$ cat src/sv/gnt_pkg.sv
// ----------------------------------------------------------------------------
// gnt_pkg: shared types and constants for the gradient noise block
// Field structs, function codes and fixed-point constants.
// ----------------------------------------------------------------------------
package gnt_pkg;

    localparam int TABLE_SIZE      = 256;
    localparam int TBL_W           = $clog2(TABLE_SIZE);
    localparam int MAX_OCTAVES     = 8;
    localparam int COORD_FRAC_BITS = 16;
    localparam int GRAD_FRAC_BITS  = 14;
    localparam int OCT_W           = 4;

    localparam logic [2:0] FUNC_LOAD_GRAD = 3'd0;
    localparam logic [2:0] FUNC_LOAD_PX   = 3'd1;
    localparam logic [2:0] FUNC_LOAD_PY   = 3'd2;
    localparam logic [2:0] FUNC_LOAD_PZ   = 3'd3;
    localparam logic [2:0] FUNC_NOISE     = 3'd4;
    localparam logic [2:0] FUNC_TURB      = 3'd5;

    localparam logic signed [18:0] OUT_MAX = 19'sd262143;
    localparam logic signed [18:0] OUT_MIN = -19'sd262144;

    typedef struct packed {
        logic [2:0]         func;
        logic [7:0]         table_index;
        logic signed [15:0] grad_x;
        logic signed [15:0] grad_y;
        logic signed [15:0] grad_z;
        logic [7:0]         perm_value;
        logic signed [31:0] point_x;
        logic signed [31:0] point_y;
        logic signed [31:0] point_z;
        logic [3:0]         octaves;
    } t_in;

    typedef struct packed {
        logic signed [18:0] value;
        logic               is_query;
    } t_out;

    typedef struct packed {
        logic               go;
        logic signed [33:0] a;
        logic signed [33:0] b;
    } t_mul_req;

endpackage

$ cat src/sv/gnt_mul.sv
// ----------------------------------------------------------------------------
// gnt_mul: shared registered multiplier
// One signed 34x34 product per cycle, result registered.
// ----------------------------------------------------------------------------
module gnt_mul (
    input  logic                i_clk,
    input  gnt_pkg::t_mul_req   i_req,
    output logic signed [67:0]  o_p
);
    always_ff @(posedge i_clk) begin
        if (i_req.go) begin
            o_p <= i_req.a * i_req.b;
        end
    end
endmodule
$ cat config.mk
export PLATFORM = sky130hd
export DESIGN_NAME = gnt_mul
export DESIGN_NICKNAME = d
export VERILOG_FILES = /design/src/sv/gnt_pkg.sv /design/src/sv/gnt_mul.sv
export SDC_FILE = /design/constraint.sdc
export NUM_CORES = 2
export LEC_CHECK = 0
export BUFFER_PORTS_ARGS = -buffer_cell sky130_fd_sc_hd__buf_2
export CAP_MARGIN = 20
export CORE_MARGIN = 5
export CORE_UTILIZATION = 60
export DETAILED_ROUTE_END_ITERATION = 12
export GPL_TIMING_DRIVEN = 0
export HOLD_SLACK_MARGIN = 0.12
export PLACE_DENSITY = 0.8
export SYNTH_ARGS = -nofsm -noshare
export SYNTH_HDL_FRONTEND = slang
export SYNTH_SLANG_ARGS = --single-unit
export TNS_END_PERCENT = 5
$ cat constraint.sdc
create_clock -name i_clk -period 10.2 [get_ports i_clk]
set_clock_uncertainty 0.05 [all_clocks]
set_input_delay 2.04 -clock i_clk [delete_from_list [all_inputs] [get_ports i_clk]]
set_output_delay 2.04 -clock i_clk [all_outputs]
set_load 0.005 [all_outputs]
==> results.sh <==
export IMPL_io_pins=138
export IMPL_max_slew_margin_pct=29.4
export IMPL_antenna_found_initial=15
export IMPL_rsz0062_at_grt="true"
export IMPL_ys_warn_count=0
export IMPL_synth_top_cells_by_area="fa_1 (57%), inv_1 (11%), and2_1 (8.9%)"
export IMPL_dieArea_um2=78300
export IMPL_vias_per_cell=5.92
export IMPL_yosysUniqueCellTypes=69
export IMPL_drcViolationCount=0
export IMPL_cts_sinks=68
export IMPL_path_class="in -> reg"
export IMPL_end_kind="flip-flop"
export IMPL_synth_edf_count=68
export IMPL_nets=6237
export IMPL_drive_gt1_share_pct=8.21
export IMPL_firstDrtPassIters=6
export IMPL_gr_total_overflow=0
export IMPL_first_global_vias=37033
export IMPL_final_antenna_net_count=0
export IMPL_cp_arrival_ps=10240
export IMPL_synth_area_um2=43700
export IMPL_cts_made_buffers=9
export IMPL_post_route_period_util_pct=99.8
export IMPL_drv_slew=0
export IMPL_placed_cells=5648
export IMPL_gp_congestion=1.12
export IMPL_synth_seq_cells=68
export IMPL_layout_commonest_cell="fa_1"
export IMPL_dieHeight_um=280
export IMPL_largest_register_ffs=68
export IMPL_worstPathCellList="buf_2 > clkbuf_2 > nand2_1 > fa_1 > fa_2 > buf_4 > fa_1 > fa_1 > fa_1 > fa_1 > fa_1 > fa_1 > inv_1 > ha_1 > clkdlybuf4s50_2 > nand3_1 > or2_2 > nor2_1 > a221oi_1 > o21ai_0 > a31oi_4 > o21ai_1 > a21oi_1 > xnor2_2"
export IMPL_grt_max_degree=69
export IMPL_critPathMostFrequentCell="fa_1"
export IMPL_std_cell_rows=99
export IMPL_avgRoutedWirePerCell_um=27.5
export IMPL_clockBufferDepth=2
export IMPL_dp_hpwl_mm=131
export IMPL_avgSynthCellArea_um2=9.60
export IMPL_grt_pass1_wl_mm=233
export IMPL_stdcell_count=5709
export IMPL_critical_path_top_delay_family="adder cells"
export IMPL_clkSlewWorstSetupHoldPaths_ps=70
export IMPL_status="finished, final reports clean"
export IMPL_htreeDepth=3
export IMPL_finalHoldViolCount=0
export IMPL_final_cell_mix="fa_1 (1234), inv_1 (1231), and2_1 (621), nand2_1 (542), ha_1 (204)"
export IMPL_initial_core_util_pct=60.2
export IMPL_async_flop_share_pct=0
export IMPL_period_minus_slack_ps=10180
export IMPL_reg_top3="o_p: 68 flops"
export IMPL_required_ps=10260
export IMPL_cp_start_kind="primary input"
export IMPL_path_max_fanout=13
export IMPL_synth_nets=6069
export IMPL_area_growth_pct=6.35
export IMPL_portBuffers=131
export IMPL_clock_fmax_mhz=98.3
export IMPL_setup_violations=0
export IMPL_regMostFlops="o_p"
export IMPL_slowest_delay_ps=760
export IMPL_cts_root_buffer="clkbuf_16"
export IMPL_initialDrtViolationCount=3338
export IMPL_grt_usage_pct=41.2
export IMPL_cts_tree="yes"
export IMPL_critPathBufInv=5
export IMPL_crit_slowest_cell="fa_1"
export IMPL_hold_path_class="in -> reg"
export IMPL_fp_dieW_um=280
export IMPL_synth_ff_type="edfxtp_1"
export IMPL_routed_wl_mm=157
export IMPL_coreArea_um2=72600
export IMPL_synth_largest_area_cell="fa_1"
export IMPL_worst_pin_slew_ps=1060
export IMPL_vias=33821
export IMPL_synth_top_area_share_pct=56.8
export IMPL_syn_inst=4554
export IMPL_seq_area_frac_synth_pct=4.67
export IMPL_cap_violations=0
-- metal layers --
metal | track usage, % | share of wire [%]
met1 | 47.9 | 32
met2 | 62.0 | 43
met3 | 13.4 | 12
met4 | 35.0 | 12
met5 | 0 | 0.045
-- cell usage after synthesis (all sizes together), types with 3 or more instances --
cell    count
and3        8
buf         9
a21oi      63
nor3        5
o21a        4
a31oi      10
ha        204
nor2b       9
a211oi      7
edfxtp     68
o21bai     12
o211ai      3
xor2       23
a211o       3
o21ai      41
clkbuf    217
or2         4
nand3      11
and2      623
inv      1231
fa       1241
nand2     542
xnor2      56
nor2       56
nand4      11
o41ai       6
nand2b     20
a221oi      4
a21o       37
-- cell families (layout without fill, tap and decap cells) --
kind of cell               count (synthesis)  in the layout  synth area share, %
other                                      0             24                    0
xor gates and xnor gates                  79             79                 1.58
AOI/OAI and AO/OA                        206            206                 3.29
buffers and inverters                   1460           1632                 12.6
and+or+nand+nor                         1296           1296                 15.1
adders and majority gates               1445           1445                 62.7
DFF                                       68             68                 4.67
-- final timing paths --
path | start | to | slack (ps) | cells after the start
max | i_req[15] | o_p[67] | 20 | 24
min | i_req[34] | o_p[0] | 2190 | 2
-- what timing repair did --
item                                    CTS  global route
buffers inserted                          3            21
pin swaps                                 1             7
hold buffers                              0             0
resized for setup                       125           170
endpoints found under the setup margin   20            17
-- metrics by stage --
step                      hold slack, ps  instance area [µm²]  worst slack, ps  util, %  TNS, ps
final                               2190                46500             22.3     64.0        0
after global routing                2170                46400            -17.2     64.0    -17.2
after CTS                           2150                46100             2.09     63.6        0
after detailed placement            2380                45700            -1430     62.9   -18420
after global placement              2380                45600            -1290     62.8   -16520
after floorplan                     2100                43700              485        -        0
-- area by class of cell --
cell class	instances	area [µm²]
diodes	24	60.1
repair buffers	159	926
inverters	1232	4630
multi-input cells	3026	36200
fillers	6058	26100
flip-flops and latches	68	2040
well taps	959	1200
clock inverters	6	41.3
plain buffers	226	1140
clock buffers	9	225
Power is not shown: default switching activity piles up to over one toggle a cycle in this logic, so the estimate is an artifact.
